**src/bsoc_pkg.sv**
```systemverilog
package bsoc_pkg;

    localparam int TABLE_POINTS = 11;
    localparam int VOLT_BITS    = 16;

    // Table address width; it also holds the span TABLE_POINTS - 1.
    localparam int IDX_W  = $clog2(TABLE_POINTS);
    localparam int SPAN   = TABLE_POINTS - 1;
    localparam int DEN_W  = VOLT_BITS + IDX_W;
    localparam int PCT_W  = 7;
    localparam int NUM_W  = DEN_W + PCT_W;
    localparam int CNT_W  = $clog2(PCT_W);

    localparam int RES_W  = 10;
    localparam int WT_W   = 9;
    localparam int CUR_W  = 12;
    localparam int SAG_W  = RES_W + CUR_W;
    localparam int PROD_W = VOLT_BITS + WT_W;
    localparam int PIDX_W = 4;
    localparam int PMV_W  = 16;
    localparam int TMV_W  = 16;

    localparam int CFG_IDX_W = 1;
    localparam int CFG_DAT_W = RES_W;

    localparam logic [CFG_IDX_W-1:0] CFG_RESISTANCE = 1'b0;
    localparam logic [CFG_IDX_W-1:0] CFG_WEIGHT     = 1'b1;

    localparam logic [RES_W-1:0] RES_RESET = 10'd22;
    localparam logic [WT_W-1:0]  WT_RESET  = 9'd205;
    localparam logic [WT_W-1:0]  WT_ONE    = 9'd256;
    localparam int               OCV_RESET = 12000;

    localparam logic [PCT_W-1:0] PCT_FULL  = 7'd100;
    localparam logic [PCT_W-1:0] PCT_EMPTY = 7'd0;

    localparam logic [0:0] REQ_SAMPLE = 1'b0;
    localparam logic [0:0] REQ_WRITE  = 1'b1;

endpackage

```
**src/bsoc_ram.sv**
```systemverilog
module bsoc_ram #(
    parameter int WIDTH = 16,
    parameter int DEPTH = 11
) (
    input  logic                     i_clk,
    input  logic                     i_we,
    input  logic [$clog2(DEPTH)-1:0] i_waddr,
    input  logic [WIDTH-1:0]         i_wdata,
    input  logic [$clog2(DEPTH)-1:0] i_raddr,
    output logic [WIDTH-1:0]         o_rdata
);

    logic [WIDTH-1:0] r_mem [DEPTH];
    logic [WIDTH-1:0] r_rdata;

    always_ff @(posedge i_clk) begin
        if (i_we) begin
            r_mem[i_waddr] <= i_wdata;
        end
        r_rdata <= r_mem[i_raddr];
    end

    assign o_rdata = r_rdata;

endmodule

```
**src/battery_soc_ocv_estimator_unit.sv**
```systemverilog
// State-of-charge estimator from open-circuit voltage.
// Input channel (i_in_valid / o_in_stall) carries one transaction per item:
// a table write (req_type 1) loads one point of the descending voltage
// table and gives no result; a sample (req_type 0) gives exactly one
// charge_percent transaction on the output channel (o_out_valid /
// i_out_stall).
// A sample removes the resistive sag, updates the smoothed estimate, then
// scans the voltage table one entry per cycle out of a small RAM
// (first point, last point, then segments in order) and finishes with a
// 7-step restoring divider for the interpolation.
// After the accepting edge the sample passes S_SAG, S_MUL, S_FILT and S_TOP;
// an estimate at or above the first point goes to S_DONE, else S_BOT checks
// the last point, else S_SCAN walks the segments and, on a hit, S_PREP,
// S_SCALE and S_DIV follow; S_DONE loads the output register. The block
// takes one sample at a time; the next transaction is accepted only once
// it is back in S_IDLE. A finished result waits in the output register, so
// the next transaction is accepted while the receiver stalls; a later
// result waits until that register is free.
// Reset loads the default resistance (22), weight (205) and an estimate
// of 12000 mV; the table is undefined until written.
module battery_soc_ocv_estimator_unit (
    input  logic                                 i_clk,
    input  logic                                 i_rst_n,
    input  logic                                 i_cfg_we,
    input  logic [bsoc_pkg::CFG_IDX_W-1:0]       i_cfg_index,
    input  logic [bsoc_pkg::CFG_DAT_W-1:0]       i_cfg_wdata,
    input  logic                                 i_in_valid,
    output logic                                 o_in_stall,
    input  logic                                 i_req_type,
    input  logic [bsoc_pkg::TMV_W-1:0]           i_terminal_mv,
    input  logic [bsoc_pkg::CUR_W-1:0]           i_load_current,
    input  logic [bsoc_pkg::PIDX_W-1:0]          i_point_index,
    input  logic [bsoc_pkg::PMV_W-1:0]           i_point_mv,
    output logic                                 o_out_valid,
    input  logic                                 i_out_stall,
    output logic [bsoc_pkg::PCT_W-1:0]           o_charge_percent
);

    localparam logic [3:0] S_IDLE  = 4'd0;
    localparam logic [3:0] S_SAG   = 4'd1;
    localparam logic [3:0] S_MUL   = 4'd2;
    localparam logic [3:0] S_FILT  = 4'd3;
    localparam logic [3:0] S_TOP   = 4'd4;
    localparam logic [3:0] S_BOT   = 4'd5;
    localparam logic [3:0] S_SCAN  = 4'd6;
    localparam logic [3:0] S_PREP  = 4'd7;
    localparam logic [3:0] S_SCALE = 4'd8;
    localparam logic [3:0] S_DIV   = 4'd9;
    localparam logic [3:0] S_DONE  = 4'd10;

    localparam int VB = bsoc_pkg::VOLT_BITS;
    localparam int IW = bsoc_pkg::IDX_W;
    localparam int DW = bsoc_pkg::DEN_W;
    localparam int NW = bsoc_pkg::NUM_W;
    localparam int PW = bsoc_pkg::PCT_W;
    localparam int CW = bsoc_pkg::CNT_W;

    localparam logic [IW-1:0] SPAN_C = IW'(bsoc_pkg::SPAN);
    localparam logic [IW-1:0] ONE_C  = IW'(1);

    logic [3:0]                       r_state, n_state;
    logic [bsoc_pkg::RES_W-1:0]       r_res, n_res;
    logic [bsoc_pkg::WT_W-1:0]        r_wt, n_wt;
    logic [VB-1:0]                    r_filt, n_filt;
    logic [bsoc_pkg::TMV_W-1:0]       r_vt, n_vt;
    logic [bsoc_pkg::CUR_W-1:0]       r_cur, n_cur;
    logic [VB-1:0]                    r_fresh, n_fresh;
    logic [bsoc_pkg::PROD_W-1:0]      r_prod, n_prod;
    logic [VB-1:0]                    r_hi, n_hi;
    logic [IW-1:0]                    r_k, n_k;
    logic [VB-1:0]                    r_d, n_d;
    logic [VB-1:0]                    r_r, n_r;
    logic [DW-1:0]                    r_m, n_m;
    logic [NW-1:0]                    r_rem, n_rem;
    logic [NW-1:0]                    r_dsh, n_dsh;
    logic [PW-1:0]                    r_q, n_q;
    logic [CW-1:0]                    r_cnt, n_cnt;
    logic [PW-1:0]                    r_pct, n_pct;
    logic                             r_out_valid, n_out_valid;
    logic [PW-1:0]                    r_out_pct, n_out_pct;

    logic                             in_acc;
    logic                             ram_we;
    logic [IW-1:0]                    ram_raddr;
    logic [VB-1:0]                    ram_rdata;
    logic [bsoc_pkg::SAG_W-1:0]       sag;
    logic [bsoc_pkg::SAG_W-1:0]       vt_ext;
    logic [bsoc_pkg::WT_W-1:0]        w_sat;
    logic [bsoc_pkg::WT_W-1:0]        w_new;
    logic [bsoc_pkg::PROD_W:0]        blend;
    logic [IW-1:0]                    span_k;
    logic                             q_bit;

    assign in_acc = i_in_valid && (r_state == S_IDLE);
    assign ram_we = in_acc && (i_req_type == bsoc_pkg::REQ_WRITE)
                    && (32'(i_point_index) < bsoc_pkg::TABLE_POINTS);

    bsoc_ram #(
        .WIDTH (VB),
        .DEPTH (bsoc_pkg::TABLE_POINTS)
    ) u_table (
        .i_clk   (i_clk),
        .i_we    (ram_we),
        .i_waddr (IW'(i_point_index)),
        .i_wdata (VB'(i_point_mv)),
        .i_raddr (ram_raddr),
        .o_rdata (ram_rdata)
    );

    assign sag    = bsoc_pkg::SAG_W'(r_cur) * bsoc_pkg::SAG_W'(r_res);
    assign vt_ext = bsoc_pkg::SAG_W'(r_vt);
    assign w_sat  = (r_wt > bsoc_pkg::WT_ONE) ? bsoc_pkg::WT_ONE : r_wt;
    assign w_new  = bsoc_pkg::WT_ONE - w_sat;
    assign blend  = (bsoc_pkg::PROD_W + 1)'(r_prod)
                    + (bsoc_pkg::PROD_W + 1)'(w_new) * (bsoc_pkg::PROD_W + 1)'(r_fresh)
                    + (bsoc_pkg::PROD_W + 1)'(128);
    assign span_k = SPAN_C - r_k;
    assign q_bit  = (r_rem >= r_dsh);

    always_comb begin
        n_state     = r_state;
        n_res       = r_res;
        n_wt        = r_wt;
        n_filt      = r_filt;
        n_vt        = r_vt;
        n_cur       = r_cur;
        n_fresh     = r_fresh;
        n_prod      = r_prod;
        n_hi        = r_hi;
        n_k         = r_k;
        n_d         = r_d;
        n_r         = r_r;
        n_m         = r_m;
        n_rem       = r_rem;
        n_dsh       = r_dsh;
        n_q         = r_q;
        n_cnt       = r_cnt;
        n_pct       = r_pct;
        n_out_valid = r_out_valid;
        n_out_pct   = r_out_pct;
        ram_raddr   = '0;

        if (i_cfg_we) begin
            unique case (i_cfg_index)
                bsoc_pkg::CFG_RESISTANCE: n_res = i_cfg_wdata;
                bsoc_pkg::CFG_WEIGHT:     n_wt  = i_cfg_wdata[bsoc_pkg::WT_W-1:0];
                default: ;
            endcase
        end

        if (r_out_valid && !i_out_stall) begin
            n_out_valid = 1'b0;
        end

        unique case (r_state)
            S_IDLE: begin
                if (in_acc && (i_req_type == bsoc_pkg::REQ_SAMPLE)) begin
                    n_vt    = i_terminal_mv;
                    n_cur   = i_load_current;
                    n_state = S_SAG;
                end
            end
            S_SAG: begin
                n_fresh = (vt_ext > sag) ? VB'(vt_ext - sag) : '0;
                n_state = S_MUL;
            end
            S_MUL: begin
                n_prod  = bsoc_pkg::PROD_W'(w_sat) * bsoc_pkg::PROD_W'(r_filt);
                n_state = S_FILT;
            end
            S_FILT: begin
                // The blend never exceeds the larger operand, so the top bits are zero.
                n_filt    = blend[VB+7:8];
                ram_raddr = '0;
                n_state   = S_TOP;
            end
            S_TOP: begin
                if (r_filt >= ram_rdata) begin
                    n_pct   = bsoc_pkg::PCT_FULL;
                    n_state = S_DONE;
                end else begin
                    n_hi      = ram_rdata;
                    ram_raddr = SPAN_C;
                    n_state   = S_BOT;
                end
            end
            S_BOT: begin
                if (r_filt <= ram_rdata) begin
                    n_pct   = bsoc_pkg::PCT_EMPTY;
                    n_state = S_DONE;
                end else begin
                    ram_raddr = ONE_C;
                    n_k       = ONE_C;
                    n_state   = S_SCAN;
                end
            end
            S_SCAN: begin
                // The RAM output holds entry k, the lower end of the segment.
                if ((ram_rdata <= r_filt) && (r_filt < r_hi)) begin
                    n_d     = r_hi - ram_rdata;
                    n_r     = r_filt - ram_rdata;
                    n_state = S_PREP;
                end else if (r_k == SPAN_C) begin
                    n_pct   = bsoc_pkg::PCT_EMPTY;
                    n_state = S_DONE;
                end else begin
                    n_hi      = ram_rdata;
                    n_k       = r_k + ONE_C;
                    ram_raddr = r_k + ONE_C;
                end
            end
            S_PREP: begin
                n_m   = DW'(span_k) * DW'(r_d) + DW'(r_r);
                n_dsh = NW'(DW'(SPAN_C) * DW'(r_d)) << (PW - 1);
                n_state = S_SCALE;
            end
            S_SCALE: begin
                n_rem   = NW'(r_m) * NW'(bsoc_pkg::PCT_FULL);
                n_q     = '0;
                n_cnt   = '0;
                n_state = S_DIV;
            end
            S_DIV: begin
                if (q_bit) begin
                    n_rem = r_rem - r_dsh;
                end
                n_q   = {r_q[PW-2:0], q_bit};
                n_dsh = r_dsh >> 1;
                n_cnt = r_cnt + CW'(1);
                if (r_cnt == CW'(PW - 1)) begin
                    n_pct   = {r_q[PW-2:0], q_bit};
                    n_state = S_DONE;
                end
            end
            S_DONE: begin
                if (!r_out_valid || !i_out_stall) begin
                    n_out_valid = 1'b1;
                    n_out_pct   = r_pct;
                    n_state     = S_IDLE;
                end
            end
            default: begin
                n_state = S_IDLE;
            end
        endcase
    end

    always_ff @(posedge i_clk) begin
        if (!i_rst_n) begin
            r_state     <= S_IDLE;
            r_res       <= bsoc_pkg::RES_RESET;
            r_wt        <= bsoc_pkg::WT_RESET;
            r_filt      <= VB'(bsoc_pkg::OCV_RESET);
            r_out_valid <= 1'b0;
        end else begin
            r_state     <= n_state;
            r_res       <= n_res;
            r_wt        <= n_wt;
            r_filt      <= n_filt;
            r_out_valid <= n_out_valid;
        end
        r_vt      <= n_vt;
        r_cur     <= n_cur;
        r_fresh   <= n_fresh;
        r_prod    <= n_prod;
        r_hi      <= n_hi;
        r_k       <= n_k;
        r_d       <= n_d;
        r_r       <= n_r;
        r_m       <= n_m;
        r_rem     <= n_rem;
        r_dsh     <= n_dsh;
        r_q       <= n_q;
        r_cnt     <= n_cnt;
        r_pct     <= n_pct;
        r_out_pct <= n_out_pct;
    end

    assign o_in_stall       = (r_state != S_IDLE);
    assign o_out_valid      = r_out_valid;
    assign o_charge_percent = r_out_pct;

    // A table write completes at once and leaves the block ready.
    a_write_stays_idle: assert property (@(posedge i_clk) disable iff (!i_rst_n)
        (i_in_valid && !o_in_stall && (i_req_type == bsoc_pkg::REQ_WRITE))
        |=> !o_in_stall)
        else $error("table write left the block busy");

    // A sample always starts the estimator sequence.
    a_sample_goes_busy: assert property (@(posedge i_clk) disable iff (!i_rst_n)
        (i_in_valid && !o_in_stall && (i_req_type == bsoc_pkg::REQ_SAMPLE))
        |=> o_in_stall)
        else $error("sample accepted without starting the estimate");

    // The interpolation can never exceed full charge.
    a_percent_range: assert property (@(posedge i_clk) disable iff (!i_rst_n)
        o_out_valid |-> (o_charge_percent <= bsoc_pkg::PCT_FULL))
        else $error("charge percent above full");

    // A result is delivered only from the final state of a sample.
    a_result_from_done: assert property (@(posedge i_clk) disable iff (!i_rst_n)
        $rose(o_out_valid) |-> ($past(r_state) == S_DONE))
        else $error("result raised outside the final state");

endmodule

```
**config.mk**
```make
export PLATFORM = sky130hd
export DESIGN_NAME = battery_soc_ocv_estimator_unit
export DESIGN_NICKNAME = d
export VERILOG_FILES = /design/src/bsoc_pkg.sv /design/src/bsoc_ram.sv /design/src/battery_soc_ocv_estimator_unit.sv
export SDC_FILE = /design/constraint.sdc
export NUM_CORES = 2
export LEC_CHECK = 0
export BUFFER_PORTS_ARGS = -buffer_cell sky130_fd_sc_hd__buf_2
export CORE_MARGIN = 3
export CORE_UTILIZATION = 60
export CTS_CLUSTER_DIAMETER = 80
export CTS_CLUSTER_SIZE = 20
export DETAILED_ROUTE_END_ITERATION = 8
export GPL_TIMING_DRIVEN = 0
export PLACE_DENSITY_LB_ADDON = 0.25
export SYNTH_ARGS = -nofsm -noshare
export SYNTH_HDL_FRONTEND = slang
export SYNTH_SLANG_ARGS = --single-unit
```
**constraint.sdc**
```tcl
create_clock -name i_clk -period 7.7 [get_ports i_clk]
set_input_delay 1.155 -clock i_clk [delete_from_list [all_inputs] [get_ports i_clk]]
set_output_delay 1.155 -clock i_clk [all_outputs]
set_load 0.02 [all_outputs]
```
After elaboration in Yosys (flattened, before gate mapping)
Memory sizes are Yosys's and may differ from the RTL's. A register that Yosys moved wholly into a read port is not among the register bits.
Index checks and enable logic that the tools add are counted.
- flip-flop bits (word level): 257
- word-level logic and storage cells: 136
- ROM bits: 0
- bits in latches: 0
- memories kept: 1
- output and inout port bits: 9
- input bits: 65
- memory bits (writable): 176
- memory list (memory ; depth ; width ; rd ports ; clocked after memory_dff ; wr ports ; line ; text):
    u_table.r_mem ; 11 ; 16 ; 1 ; 1 ; 1 ; bsoc_ram.sv:13 ; logic [WIDTH-1:0] r_mem [DEPTH];
- equal/unequal tests: 24
- reductions and logical operators: 26
- add/subtract/negate cells: 11
- multipliers: 6
- multiplexer cells: 38
- shifts and indexed selects: 0
- bitwise gates (word level): 2
- order comparisons: 8
- div/mod/pow operators: 0
- operators by type and width (kind ; count):
    $pmux W27 S2 ; 2
    $mux W4 ; 13
    $mul A9 B16 Y24 ; 2
    $mux W16 ; 3
    $sub A16 B16 Y16 ; 3
    $pmux W4 S11 ; 1
    $mux W7 ; 5
    $le A16 B16 Y1 ; 2
    $pmux W16 S2 ; 1
    $pmux W7 S4 ; 1
    $ge A27 B27 Y1 ; 1
    $mux W27 ; 1
    $sub A27 B27 Y27 ; 1
    $mul A20 B5 Y25 const B ; 1
    $add A24 B24 Y24 ; 1
    $add A24 B8 Y24 const B ; 1
    $gt A16 B22 Y1 ; 1
    $mul A12 B10 Y22 ; 1
    $add A20 B16 Y20 ; 1
    $mul A4 B16 Y20 ; 1
    $ne A2 B2 Y1 const B ; 10
    $mul A3 B16 Y19 const A ; 1
    $eq A4 B3 Y1 const B ; 4
    $eq A4 B4 Y1 const B ; 4
    other kinds (29) ; 53

Logic depth before layout (Yosys ltp)
- depth after elaboration: 6
- gate-level depth with buffers: 32
- gate-level depth less buffers: 29

Hierarchy
Synthesis repeated with hierarchy kept, for this count alone.
- cells, all modules: 3804
- area total of the unflattened synthesis: 38768.4 µm²
- by module, submodules not included (module ; cells an instance ; instances ; area each (µm²)):
    battery_soc_ocv_estimator_unit ; 3409 ; 1 ; 31370.1
    bsoc_ram ; 395 ; 1 ; 7398.3

Worst setup path after synthesis
OpenSTA, ideal clock, no wires.
- kind: reg2reg
- start: register r_res[3] in the netlist's numbering
- end: register r_fresh[12], data pin
- arrival time: 6.494 ns
- cell stages (with the launch flop): 27
- clock period less this slack: 6.664 ns
- data required time: 7.530 ns
- setup slack: 1.036 ns
- path through: dfxtp_1 -> clkbuf_1 -> nand2_1 -> fa_1 -> inv_1 -> fa_1 -> inv_1 -> fa_1 -> fa_1 -> inv_1 -> fa_1 -> ha_1 -> o21a_1 -> o31ai_2 -> a2111oi_0 -> or2_2 -> xnor2_1 -> ha_1 -> nand2_1 -> o21ai_0 -> o31a_1 -> o21ai_1 -> a221oi_1 -> o2111ai_1 -> or3_1 -> buf_6 -> nor4_2
- longest elaborated chain between the ends: 2
- elaborated cells on any way between the ends: 3
- RTL lines (element ; line ; text):
    start, declared ; battery_soc_ocv_estimator_unit.sv:62 ; logic [bsoc_pkg::RES_W-1:0] r_res, n_res;
    start signal, assigned ; battery_soc_ocv_estimator_unit.sv:251 ; r_res <= bsoc_pkg::RES_RESET;
    start signal, assigned ; battery_soc_ocv_estimator_unit.sv:257 ; r_res <= n_res;
    $mul A12 B10 Y22 * ; battery_soc_ocv_estimator_unit.sv:110 ; assign sag = bsoc_pkg::SAG_W'(r_cur) * bsoc_pkg::SAG_W'(r_res);
    $gt A16 B22 Y1 / $sub A16 B16 Y16 (equally long branches) ; battery_soc_ocv_estimator_unit.sv:164 ; n_fresh = (vt_ext > sag) ? VB'(vt_ext - sag) : '0;
    end signal, assigned ; battery_soc_ocv_estimator_unit.sv:264 ; r_fresh <= n_fresh;
    end, declared ; battery_soc_ocv_estimator_unit.sv:67 ; logic [VB-1:0] r_fresh, n_fresh;
Every way passes the cells marked *; elsewhere a longest branch is shown, timed or not.
A chain may end at the register's enable or synchronous reset.

Worst setup path in the final report
- start: register r_wt[8] in the netlist's numbering
- end: register r_filt[13]
- longest elaborated chain between the ends: 6
- RTL lines (element ; line ; text):
    start, declared ; battery_soc_ocv_estimator_unit.sv:63 ; logic [bsoc_pkg::WT_W-1:0] r_wt, n_wt;
    start signal, assigned ; battery_soc_ocv_estimator_unit.sv:252 ; r_wt <= bsoc_pkg::WT_RESET;
    start signal, assigned ; battery_soc_ocv_estimator_unit.sv:258 ; r_wt <= n_wt;
    $gt A9 B9 Y1 ; battery_soc_ocv_estimator_unit.sv:112 ; assign w_sat = (r_wt > bsoc_pkg::WT_ONE) ? bsoc_pkg::WT_ONE : r_wt;
    $mux W9 * ; battery_soc_ocv_estimator_unit.sv:112 ;
    $sub A9 B9 Y9 * ; battery_soc_ocv_estimator_unit.sv:113 ; assign w_new = bsoc_pkg::WT_ONE - w_sat;
    $mul A9 B16 Y24 * ; battery_soc_ocv_estimator_unit.sv:115 ; + (bsoc_pkg::PROD_W + 1)'(w_new) * (bsoc_pkg::PROD_W + 1)'(r_fresh)
    $add A24 B24 Y24 * ; battery_soc_ocv_estimator_unit.sv:115 ;
    $add A24 B8 Y24 * ; battery_soc_ocv_estimator_unit.sv:116 ; + (bsoc_pkg::PROD_W + 1)'(128);
    end signal, assigned ; battery_soc_ocv_estimator_unit.sv:253 ; r_filt <= VB'(bsoc_pkg::OCV_RESET);
    end signal, assigned ; battery_soc_ocv_estimator_unit.sv:259 ; r_filt <= n_filt;
    end, declared ; battery_soc_ocv_estimator_unit.sv:64 ; logic [VB-1:0] r_filt, n_filt;
Marks and branches as above.

==> results by group <==
Clock network
  – Max clock buf depth: 3
  – Clock root buffer: clkbuf_16
  – # H-tree levels: 2
  – CTS Hold Bufs: 0
  – Worst-path clk slew: 0.08 ns
  – Num CTS Buffers: 35
  – TritonCTS Sinks: 448
  – Clk_lat worst skew: approximately 0.59 ns
  – CTS tree: done

Floorplan
  – FP Rows: 91
  – Die width: 258 microns
  – Die Y: 258 microns
  – Die area: 66700 sq um
  – Core area: 62300 sq um
  – Top Ports: 74
  – Initial Utilization: 61.3%

Routing
  – Mean routed wirelength per cell: 17.9 microns
  – 1st-pass router iterations: 5
  – Post-detailed-routing wire length: 85100 microns
  – Vias per std cell: about 5.7
  – Drc violations: 0
  – DR vias: 27130
  – Post-route ant nets: 0
  – 1st-iter DRT viols: 2065

Outcome
  – Status: complete, no violations

Yosys
  – Post-synth EDFFs: 392
  – Yosys top cell by area: edfxtp_1
  – Sequential element share of the synthesized area: 33.8%
  – Yosys top cell area share: 30.8%
  – Synth Flop Type: edfxtp_1
  – Synthesized area: 38200 sq um
  – Cells after Synth: 3750
  – Mean post-synth cell area: 10.2 sq um
  – Unique masters post-synth: 86
  – Mapped Nets: 4546
  – Synth async-reset ratio: 0%
  – Register bit total from synthesis: 448
  – Warnings from Yosys: 0
  – Synth top area cells: edfxtp_1 31%, fa_1 19%, ha_1 12%, inv_1 5.5%, nand2_1 4.8%

Worst hold path
  – Min-delay worst type: register to register
  – Hold path cells: 0
  – Hold EP: o_charge_percent[4]
  – Min-delay src: r_pct[4]

Timing
  – Max Clock Skew: 0.0312 ns
  – RSZ-0062 raised after global routing: no
  – Fin. max-slew vios: 0
  – Fmax: 0.137 GHz
  – Relative slew slack: 17.6%
  – Slew @ Worst Pin: 1.24 ns
  – Final hold violation count: 0
  – # setup viols final: 0
  – Final setup margin: 0.381 ns
  – Crit path time final: 7.32 ns
  – Setup TNS: 0 ns
  – Fin crit share: between 90% and 100%

Worst setup path
  – Data arrival, critical path: ~7.8 ns
  – Crit Path Class: register to register
  – Most frequent CP cell: fa_1
  – CP peak stage delay: approximately 0.49 ns
  – Slowest cell on crit path: fa_1
  – CP Launch Type: register
  – R2r endpoint: r_filt[13]
  – Worst reg2reg startpoint: r_wt[8]
  – Crit path max fanout: 10
  – Critical path origin: r_wt[8]
  – WP data required: 8.15 ns
  – Crit. End Element: register
  – Cells on worst reg2reg path: 28
  – Worst reg2reg setup slack: around 0.38 ns

Place
  – Placement Setup Slack: -0.719 ns
  – Placed cell area: 39900 sq um
  – Gpl congestion: 0.913
  – Detailed Place HPWL: ~67000 microns
  – PortBufs: between 70 and 80

Finish
  – Most common cell after layout, fill and taps aside: inv_1
  – Share of cells above drive strength 1: 6.63%
  – Commonest cells after routing, fill and taps aside: 563 x inv_1, 488 x nand2_1, 392 x edfxtp_1
  – Design area: between 40000 and 50000 sq um
  – Synthesis-to-finish area growth: 8.33%
  – Final #Nets: 4675

Global routing
  – Vias in the first global route: 27355
  – First-pass GRT wire length: between 100000 and 150000 microns
  – Total GRT Usage: a little over a quarter
  – Initial antenna violation count: 7
  – Congestion Overflow GR: 0
  – Largest net degree at the start of global routing: 35

Flow run
  – Max cap viols: 0
## cell usage after synthesis (all sizes together), types with 12 or more instances
library cell and number:
inv 563, nand2 488, edfxtp 392, ha 374, fa 357, and2 185, nor2 183, a21oi 137
o21ai 103, xnor2 93, clkbuf 91, nand3 73, xor2 59, dfxtp 56, nor3 50, a21o 48
mux2i 47, buf 43, nor2b 40, nand2b 34, nand4 32, o21a 30, a21boi 24, a221oi 22
and3 21, or3 17, a211oi 14, o211ai 13, o21bai 13, a31oi 12, o31ai 12
## critical path, delay by kind of cell, from the launching register on
kind / cells / cell delay, ns
buffers and inverters: 8 / 1.20
adders and majority gates: 7 / 2.98
AOI/OAI and AO/OA: 7 / 1.30
DFF: 1 / 0.31
and+or+nand+nor: 5 / 1.13
xor gates and xnor gates: 1 / 0.26
## per-stage QoR
| stage | hold slack (ns) | cells | utilization, % |
|---|---|---|---|
| 2_1_floorplan | 0.400 | 3750 | - |
| 3_3_place_gp | 0.405 | 4660 | 63.6 |
| 3_5_place_dp | 0.405 | 4673 | 64.1 |
| 4_1_cts | 0.419 | 4737 | 66.1 |
| 5_1_grt | 0.426 | 4742 | 66.4 |
| 6_report | 0.419 | 4743 | 66.4 |
## final cells by class
| type | count | area [sq um] |
|---|---|---|
| Tap cell | 837 | 1050 |
| Clock buffer | 45 | 913 |
| Timing Repair Buffer | 102 | 712 |
| Sequential cell | 448 | 12900 |
| Clock inverter | 18 | 287 |
| Inverter | 563 | 2110 |
| Fill cell | 4834 | 20900 |
| Multi-Input combinational cell | 2605 | 22800 |
| Buffer | 124 | 574 |
| Antenna cell | 1 | 2.50 |
## worst max-delay path by stage
stage,end
floorplan,r_fresh[12]
global placement,r_filt[5]
detailed placement,r_filt[6]
CTS,r_filt[6]
global route,r_fresh[3]
finish,r_filt[13]
## cells by family after synthesis
kind of cell / count (synthesis) / synth area share [%]
AND/OR/NAND/NOR: 1170 / 14.6
AO/OA/AOI/OAI: 499 / 8.75
adder cells (fa/ha/maj): 731 / 31.0
buffers and inverters: 697 / 7.03
XOR/XNOR: 152 / 3.49
flip-flops: 448 / 33.8
multiplexers: 53 / 1.41
## what timing repair did
item	CTS	global route
pin swaps	0	2
resized for setup	21	51
endpoints found under the setup margin	13	26
buffers inserted	2	14
## metal layers
layer / global-route usage (%) / vias to the layer above / wire, microns
li1: - / 12754 / -
met1: 35.6 / 13263 / 36200
met2: 43.1 / 922 / 40100
met3: 3.62 / 183 / 5950
met4: 9.19 / 8 / 2810
met5: 0 / - / 34
## sequential cells by signal, summed over array words and instances (netlist names), 10 cells and up
name / count
r_hi: 16
r_d: 16
r_dsh: 26
r_fresh: 16
r_m: 20
u_table.r_mem: 176
r_vt: 16
r_rem: 27
r_res: 10
r_filt: 16
r_cur: 12
r_r: 16
u_table.o_rdata: 16
r_prod: 24
Power is not shown: default switching activity piles up to over one toggle a cycle in this logic, so the estimate is an artifact.
